## src/rtl/dart_pkg.sv

```systemverilog
// Shared types, constants and helpers for the divider and reload timer.
`timescale 1ns / 1ps

package dart_pkg;

   localparam int CYC_W          = 8;
   localparam int CNT_W          = 8;
   localparam int ACC_W          = 11;
   localparam int SEL_W          = 2;
   localparam int CSR_IDX_W      = 2;
   localparam int CSR_DATA_W     = 8;
   localparam int RSP_DATA_W     = 24;
   localparam int DIV_PERIOD_DEF = 256;

   localparam logic [CSR_IDX_W-1:0] CSR_TIMER_ENABLE = 2'd0;
   localparam logic [CSR_IDX_W-1:0] CSR_CLOCK_SELECT = 2'd1;
   localparam logic [CSR_IDX_W-1:0] CSR_MODULO       = 2'd2;

   localparam logic [SEL_W-1:0] SEL_1024 = 2'd0;
   localparam logic [SEL_W-1:0] SEL_16   = 2'd1;
   localparam logic [SEL_W-1:0] SEL_64   = 2'd2;
   localparam logic [SEL_W-1:0] SEL_256  = 2'd3;

   typedef enum logic [2:0] {
      ST_IDLE,
      ST_DIV,
      ST_TMR,
      ST_OUT
   } state_type;

   typedef struct packed {
      logic ready;
      logic use_tmr;
      logic div_step;
      logic tmr_step;
      logic out_load;
   } ctrl_type;

   function automatic logic [ACC_W-1:0] timer_period(input logic [SEL_W-1:0] sel);
      logic [ACC_W-1:0] period;
      case (sel)
         SEL_1024: period = 11'd1024;
         SEL_16:   period = 11'd16;
         SEL_64:   period = 11'd64;
         SEL_256:  period = 11'd256;
         default:  period = 11'd1024;
      endcase
      return period;
   endfunction

endpackage

```

## src/rtl/dart_cmpsub.sv

```systemverilog
// Shared compare and subtract unit used for every period count.
`timescale 1ns / 1ps

module dart_cmpsub
   import dart_pkg::*;
(
   input  logic [ACC_W-1:0] acc,
   input  logic [ACC_W-1:0] period,
   output logic             ge,
   output logic [ACC_W-1:0] diff
);

   logic [ACC_W:0] sub;

   assign sub  = {1'b0, acc} - {1'b0, period};
   assign ge   = ~sub[ACC_W];
   assign diff = sub[ACC_W-1:0];

endmodule

```

## src/rtl/dart_seq.sv

```systemverilog
// Sequencer that steps the shared unit through the divider and timer counts.
`timescale 1ns / 1ps

module dart_seq
   import dart_pkg::*;
(
   input  logic     clock,
   input  logic     reset,
   input  logic     req_fire,
   input  logic     unit_ge,
   input  logic     timer_enable,
   input  logic     out_free,
   output ctrl_type ctrl
);

   state_type state_ff;
   state_type state_in;

   always_ff @(posedge clock) begin
      if (reset) begin
         state_ff <= ST_IDLE;
      end else begin
         state_ff <= state_in;
      end
   end

   always_comb begin
      state_in = state_ff;
      case (state_ff)
         ST_IDLE: begin
            if (req_fire) begin
               state_in = ST_DIV;
            end
         end
         ST_DIV: begin
            if (!unit_ge) begin
               state_in = ST_TMR;
            end
         end
         ST_TMR: begin
            if (!(unit_ge && timer_enable)) begin
               state_in = ST_OUT;
            end
         end
         ST_OUT: begin
            if (out_free) begin
               state_in = ST_IDLE;
            end
         end
         default: state_in = ST_IDLE;
      endcase
   end

   always_comb begin
      ctrl = '0;
      case (state_ff)
         ST_IDLE: ctrl.ready = 1'b1;
         ST_DIV:  ctrl.div_step = unit_ge;
         ST_TMR: begin
            ctrl.use_tmr  = 1'b1;
            ctrl.tmr_step = unit_ge && timer_enable;
         end
         ST_OUT:  ctrl.out_load = out_free;
         default: ctrl = '0;
      endcase
   end

   assert property (@(posedge clock) disable iff (reset)
      req_fire |=> state_ff == ST_DIV)
      else $error("accepted item did not start the divider pass");

endmodule

```

## src/rtl/divider_and_reload_timer_top.sv

```systemverilog
// Top level of the divider and reload timer with registers and datapath.
`timescale 1ns / 1ps

// The req channel carries one item per step: the number of clock cycles
// elapsed since the previous item. For each item the block returns one
// item on the rsp channel with the divider value, the timer counter value
// and a flag that is set when the counter wrapped and reloaded from the
// modulo register during that step. Timer enable, clock select and modulo
// are written through the csr channel, which is always ready.
// One shared compare and subtract unit removes one period per cycle, first
// for the divider and then for the timer counter. After acceptance an item
// passes through the divider state, the timer state and the output state,
// where its result is loaded, and the block returns to idle and accepts
// again in the cycle after the load. With the default divider period an
// item makes at most one divider count and up to 16 timer counts at a period
// of 16, or up to 79 timer counts right after the clock select shortens it.
// req_tready is high only while the block is idle. The result sits in an
// output register, so the next item is accepted while it waits; if the
// receiver stalls, the following result holds the block until the output
// register frees. Reset clears every register except the output data.

module divider_and_reload_timer_top
   import dart_pkg::*;
#(
   parameter int DIV_PERIOD = DIV_PERIOD_DEF
)(
   input  logic                  clock,
   input  logic                  reset,
   input  logic                  req_tvalid,
   output logic                  req_tready,
   input  logic [CYC_W-1:0]      req_tdata,   // [7:0] cycles
   output logic                  rsp_tvalid,
   input  logic                  rsp_tready,
   output logic [RSP_DATA_W-1:0] rsp_tdata,   // [7:0] div_value, [15:8] counter_value,
                                              // [16] timer_interrupt, [23:17] zero
   input  logic                  csr_valid,
   output logic                  csr_ready,
   input  logic [CSR_IDX_W-1:0]  csr_index,
   input  logic [CSR_DATA_W-1:0] csr_data
);

   localparam int DIV_ACC_W = $clog2(DIV_PERIOD + 256);

   ctrl_type ctrl;

   logic                 timer_enable_ff;
   logic [SEL_W-1:0]     clock_select_ff;
   logic [CNT_W-1:0]     modulo_ff;

   logic [DIV_ACC_W-1:0] div_accum_ff;
   logic [DIV_ACC_W-1:0] div_accum_in;
   logic [CNT_W-1:0]     div_count_ff;
   logic [CNT_W-1:0]     div_count_in;
   logic [ACC_W-1:0]     timer_accum_ff;
   logic [ACC_W-1:0]     timer_accum_in;
   logic [CNT_W-1:0]     counter_ff;
   logic [CNT_W-1:0]     counter_in;
   logic                 wrap_ff;
   logic                 wrap_in;

   logic                  rsp_valid_ff;
   logic                  rsp_valid_in;
   logic [RSP_DATA_W-1:0] rsp_data_ff;
   logic [RSP_DATA_W-1:0] rsp_data_in;

   logic             req_fire;
   logic             out_free;
   logic [ACC_W-1:0] unit_acc;
   logic [ACC_W-1:0] unit_period;
   logic             unit_ge;
   logic [ACC_W-1:0] unit_diff;

   assign req_tready = ctrl.ready;
   assign req_fire   = req_tvalid && ctrl.ready;
   assign csr_ready  = 1'b1;
   assign out_free   = !rsp_valid_ff || rsp_tready;
   assign rsp_tvalid = rsp_valid_ff;
   assign rsp_tdata  = rsp_data_ff;

   always_ff @(posedge clock) begin
      if (reset) begin
         timer_enable_ff <= 1'b0;
         clock_select_ff <= '0;
         modulo_ff       <= '0;
      end else if (csr_valid) begin
         case (csr_index)
            CSR_TIMER_ENABLE: timer_enable_ff <= csr_data[0];
            CSR_CLOCK_SELECT: clock_select_ff <= csr_data[SEL_W-1:0];
            CSR_MODULO:       modulo_ff       <= csr_data[CNT_W-1:0];
            default:          ;
         endcase
      end
   end

   assign unit_acc    = ctrl.use_tmr ? timer_accum_ff : ACC_W'(div_accum_ff);
   assign unit_period = ctrl.use_tmr ? timer_period(clock_select_ff) : ACC_W'(DIV_PERIOD);

   dart_cmpsub u_cmpsub (
      .acc    (unit_acc),
      .period (unit_period),
      .ge     (unit_ge),
      .diff   (unit_diff)
   );

   dart_seq u_seq (
      .clock        (clock),
      .reset        (reset),
      .req_fire     (req_fire),
      .unit_ge      (unit_ge),
      .timer_enable (timer_enable_ff),
      .out_free     (out_free),
      .ctrl         (ctrl)
   );

   always_comb begin
      div_accum_in   = div_accum_ff;
      div_count_in   = div_count_ff;
      timer_accum_in = timer_accum_ff;
      counter_in     = counter_ff;
      wrap_in        = wrap_ff;
      if (req_fire) begin
         div_accum_in = div_accum_ff + DIV_ACC_W'(req_tdata);
         wrap_in      = 1'b0;
         if (timer_enable_ff) begin
            timer_accum_in = timer_accum_ff + ACC_W'(req_tdata);
         end
      end
      if (ctrl.div_step) begin
         div_accum_in = unit_diff[DIV_ACC_W-1:0];
         div_count_in = div_count_ff + 1'b1;
      end
      if (ctrl.tmr_step) begin
         timer_accum_in = unit_diff;
         if (counter_ff == {CNT_W{1'b1}}) begin
            counter_in = modulo_ff;
            wrap_in    = 1'b1;
         end else begin
            counter_in = counter_ff + 1'b1;
         end
      end
   end

   always_comb begin
      rsp_valid_in = rsp_valid_ff;
      rsp_data_in  = rsp_data_ff;
      if (rsp_valid_ff && rsp_tready) begin
         rsp_valid_in = 1'b0;
      end
      if (ctrl.out_load) begin
         rsp_valid_in = 1'b1;
         rsp_data_in  = {7'd0, wrap_ff, counter_ff, div_count_ff};
      end
   end

   always_ff @(posedge clock) begin
      if (reset) begin
         div_accum_ff   <= '0;
         div_count_ff   <= '0;
         timer_accum_ff <= '0;
         counter_ff     <= '0;
         wrap_ff        <= 1'b0;
         rsp_valid_ff   <= 1'b0;
      end else begin
         div_accum_ff   <= div_accum_in;
         div_count_ff   <= div_count_in;
         timer_accum_ff <= timer_accum_in;
         counter_ff     <= counter_in;
         wrap_ff        <= wrap_in;
         rsp_valid_ff   <= rsp_valid_in;
      end
   end

   always_ff @(posedge clock) begin
      rsp_data_ff <= rsp_data_in;
   end

   assert property (@(posedge clock) disable iff (reset)
      ctrl.ready |-> ACC_W'(div_accum_ff) < ACC_W'(DIV_PERIOD))
      else $error("divider remainder left at or above its period");

   assert property (@(posedge clock) disable iff (reset)
      ctrl.tmr_step |-> timer_enable_ff)
      else $error("timer counted while disabled");

   assert property (@(posedge clock) disable iff (reset)
      req_fire |=> !req_tready)
      else $error("block ready again right after accepting an item");

   assert property (@(posedge clock) disable iff (reset)
      ctrl.out_load |-> !rsp_valid_ff || rsp_tready)
      else $error("result loaded over one not yet taken");

endmodule

```

## config.mk

```make
export PLATFORM = sky130hd
export DESIGN_NAME = divider_and_reload_timer_top
export DESIGN_NICKNAME = d
export VERILOG_FILES = /design/src/rtl/dart_pkg.sv /design/src/rtl/dart_cmpsub.sv /design/src/rtl/dart_seq.sv /design/src/rtl/divider_and_reload_timer_top.sv
export SDC_FILE = /design/constraint.sdc
export NUM_CORES = 1
export LEC_CHECK = 0
export BUFFER_PORTS_ARGS = -buffer_cell sky130_fd_sc_hd__buf_2
export CORE_MARGIN = 3
export CORE_UTILIZATION = 30
export DETAILED_ROUTE_END_ITERATION = 8
export HOLD_SLACK_MARGIN = 0.05
export PLACE_DENSITY = 0.45
export SLEW_MARGIN = 0
export SYNTH_ARGS = -nofsm -noshare
export SYNTH_HDL_FRONTEND = slang
export SYNTH_SLANG_ARGS = --single-unit
export TNS_END_PERCENT = 50
```

## constraint.sdc

```tcl
create_clock -name clock -period 9.7 [get_ports clock]
set_input_delay 1.455 -clock clock [delete_from_list [all_inputs] [get_ports clock]]
set_output_delay 1.455 -clock clock [all_outputs]
set_load 0.01 [all_outputs]
```

==> flow_metrics.py <==
metrics = {
    "run_status": {
        "run_status": "finished clean",
    },
    "hold_path": {
        "holdCritStartpoint": "div_count_ff[7]",
        "holdPathStages": 0,
        "min_delay_worst_endpoint": "rsp_tdata[7]",
        "worstHoldPathType": "reg -> reg",
    },
    "drt": {
        "detail_route.iter0.violations": 160,
        "drt_wl_total_um": 9520,
        "top_layer": "met4",
        "vias": 3125,
        "met3_length_um": 384,
        "drc": 0,
        "route.detailed.wl_per_inst_um": 15.2,
        "postRouteAntennaNets": 0,
        "drt-pass1-iter-count": 4,
        "met2WireLength_um": 4470,
        "drt-met1-wl_um": 4550,
        "detail_route.vias_per_cell": 4.98,
    },
    "floorplan": {
        "die_outline_area_mm2": 0.0147,
        "die_h_um": 121,
        "floorplan.initialDensity_pct": 31.1,
        "ioPinCount": 50,
        "fp.dieW_um": 121,
        "core_area_mm2": 0.0128,
        "fp-row-count": 41,
    },
    "sta": {
        "worst_clock_skew_ps": 6.85,
        "max_slew.worst_pin.slew_ps": 987,
        "grt_setup_unrepaired": "no",
        "final-hold-violation-count": 0,
        "final.setup.tns_ps": 0,
        "maxSlewViolCount": 0,
        "timing.final.setup_violations": 0,
        "final_min_period_over_clock_period_pct": 36.9,
        "timing.max_slew.rel_slack_pct": 34.2,
        "timing.final.ws_setup_ps": 6120,
        "min_period_ps": 3580,
        "max_clock_freq_mhz": 280,
    },
    "setup_path": {
        "cp_cell_sequence": "inv_1 -> ha_1 -> mux2_2 -> ha_1 -> nor2_1 -> a31oi_4 -> a211o_1 -> and2_1 -> a41oi_1 -> nor3_1",
        "reg2reg_from": "u_seq.state_ff[0]",
        "max_stage_delay_ps": 640,
        "worst_ep_arrival_time_ps": 3840,
        "critical_path.most_common_cell": "ha_1",
        "crit_slowest_cell": "and2_1",
        "regToRegEndpoint": "counter_ff[6]",
        "r2r_slack_ps": 6120,
        "worst-setup-path-type": "reg -> reg",
        "reg2reg_depth": 10,
        "critPathLaunchType": "flop",
        "required_time_worst_endpoint_ps": 9960,
        "critical_path.max_fanout": 17,
        "kind_of_end_point_of_the_critical_path": "flop",
        "worstPathBufferInverterCount": 1,
        "critical-path-top-delay-family": "adder cells",
    },
    "cells_and_area": {
        "layout_overhead_on_the_synthesized_area_pct": 13.3,
        "final_nets": 503,
        "post_layout_utilization_of_the_core_pct": 35.2,
        "post_route_cells_drive_above_1_share_pct": 16.2,
        "antenna-diode-count": 0,
    },
    "yosys": {
        "post_synth_most_frequent_cells": "51 x dfxtp_1, 47 x nor2_1, 27 x ha_1, 26 x nand2_1",
        "ys_dominant_reg_cell": "dfxtp_1",
        "synth_instances": 417,
        "flops_latches_synth": 68,
        "synth_most_common_cell": "dfxtp_1",
        "synthDistinctLibCells": 63,
        "seq_area_frac_synth_pct": 38.4,
        "post_synth.cell_area_avg_um2": 9.57,
        "yosys-top-cells-area": "dfxtp_1 26%, edfxtp_1 13%, ha_1 8.5%",
        "number_of_flops_mapped_to_enable_cells_by_yosys": 17,
        "ys_async_sr_fraction_pct": 0,
        "yosysTopAreaCell": "dfxtp_1",
        "netlist.area_leader.share_pct": 25.6,
        "syn_area_mm2": 0.00399,
        "number_of_synthesis_warnings": 0,
    },
    "clocking": {
        "cts_hold_bufs": 0,
        "clk-insertion-delay-late_ps": 340,
        "clk_pin_slew_ps": 60,
        "tritoncts_num_sinks": 68,
        "tritoncts_clock_tree": "done",
        "cts_resized": 0,
        "clock_root_cell": "clkbuf_16",
        "cts-htree-levels": 3,
        "numCtsBuffers": 9,
        "maximum_clock_insertion_buffer_count": 2,
        "postCtsSetupBuffers": 0,
    },
    "run": {
        "cap_violations": 0,
    },
    "global_routing": {
        "antenna_found_initial": 0,
        "grt_start_max_net_pins": 49,
        "grt_util_all_layers_pct": 13.8,
        "grt_pass1_wl_um": 15800,
        "global_route.overflow_total": 0,
        "first_global_vias": 3024,
    },
    "power": {
        "power_density_mw_per_mm2": 213,
        "power.leakage_nw": 1.88,
        "peakVddDrop_mv": 0.0691,
    },
    "placement": {
        "place.gp.congestion": 0.762,
        "number_of_i_o_port_buffers": 41,
        "place_worst_setup_slack_ps": 6010,
        "hpwl_um": 6960,
    },
}
==> per-stage QoR <==
stage	hold WS [ps]	area, µm²	total power [mW]	cells
finish	451	4520	0.964	628
detailed placement	437	4250	0.674	612
CTS	451	4520	0.976	628
floorplan	409	4010	0.603	423
global route	475	4520	1.03	628
global placement	435	4250	0.671	612
==> cell families (layout without fill, tap and decap cells) <==
| logic type | Yosys count | after routing | synth area share (%) |
|---|---|---|---|
| other | 2 | 8 | 0.188 |
| multiplexers | 27 | 27 | 6.96 |
| XOR/XNOR | 20 | 20 | 4.39 |
| AND/OR/NAND/NOR | 136 | 136 | 16.7 |
| flip-flops | 68 | 68 | 38.4 |
| buffers and inverters | 34 | 67 | 5.55 |
| adder cells (fa/ha/maj) | 29 | 29 | 9.47 |
| AO/OA/AOI/OAI | 101 | 101 | 18.3 |
==> worst max path at each step <==
stage / from / to / slack [ps] / cells past startpoint
floorplan: req_tdata[0] / timer_accum_ff[10] / 6360 / 8
CTS: u_seq.state_ff[0] / counter_ff[6] / 6070 / 10
detailed placement: req_tdata[0] / timer_accum_ff[8] / 6010 / 9
global route: u_seq.state_ff[0] / counter_ff[7] / 5790 / 10
global placement: req_tdata[0] / timer_accum_ff[10] / 6010 / 9
finish: u_seq.state_ff[0] / counter_ff[6] / 6120 / 10
==> state kept, by name (all words and copies together) (netlist names) <==
| name | cells |
|---|---|
| wrap_ff | 1 |
| u_seq.state_ff | 2 |
| div_count_ff | 8 |
| rsp_tvalid | 1 |
| modulo_ff | 8 |
| div_accum_ff | 9 |
| timer_enable_ff | 1 |
| counter_ff | 8 |
| timer_accum_ff | 11 |
| rsp_tdata | 17 |
| clock_select_ff | 2 |
==> report_power, final <==
group	internal [mW]	switching (mW)	total, mW	leakage [nW]
combinational	0.134	0.189	0.323	1.17
clock	0.171	0.125	0.296	0.129
sequential	0.320	0.0246	0.345	0.572
total	0.626	0.338	0.964	1.88
==> layout by cell type (no fill, tap or decap), types with 5 or more instances in the layout <==
cell type and n:
and3_1 7, clkbuf_16 9, mux2i_1 21, xor2_1 8
a21o_1 6, inv_1 9, conb_1 8, a211oi_1 22
nand3_1 11, a31oi_1 6, ha_1 27, nor3_1 10
a21oi_1 13, buf_2 41, nand4_1 5, o21ai_0 22
dfxtp_1 51, and2_1 6, nor2_1 47, nand2_1 26
mux2_2 5, xnor2_1 12, edfxtp_1 17
==> routing by layer <==
layer / GRT usage [%] / vias to the layer above
li1: - / 1577
met1: 18.0 / 1490
met2: 22.1 / 47
met3: 4.20 / 11
met4: 3.64 / 0
met5: 0 / -
==> final cells by class <==
type	count	area [µm²]
Multi-Input combinational cell	321	2260
Sequential cell	68	1530
Clock inverter	7	42.5
Tap cell	172	215
Timing Repair Buffer	42	213
Fill cell	1353	8300
Inverter	9	33.8
Clock buffer	9	225
==> worst reg2reg max path, stage by stage, from the launching register on <==
cell and delay [ps]:
dfxtp_1 320, inv_1 120, ha_1 600, mux2_2 410, ha_1 310, nor2_1 70
a31oi_4 230, a211o_1 420, and2_1 640, a41oi_1 200, nor3_1 180
No activity file was read; power rests on OpenSTA's default activity.
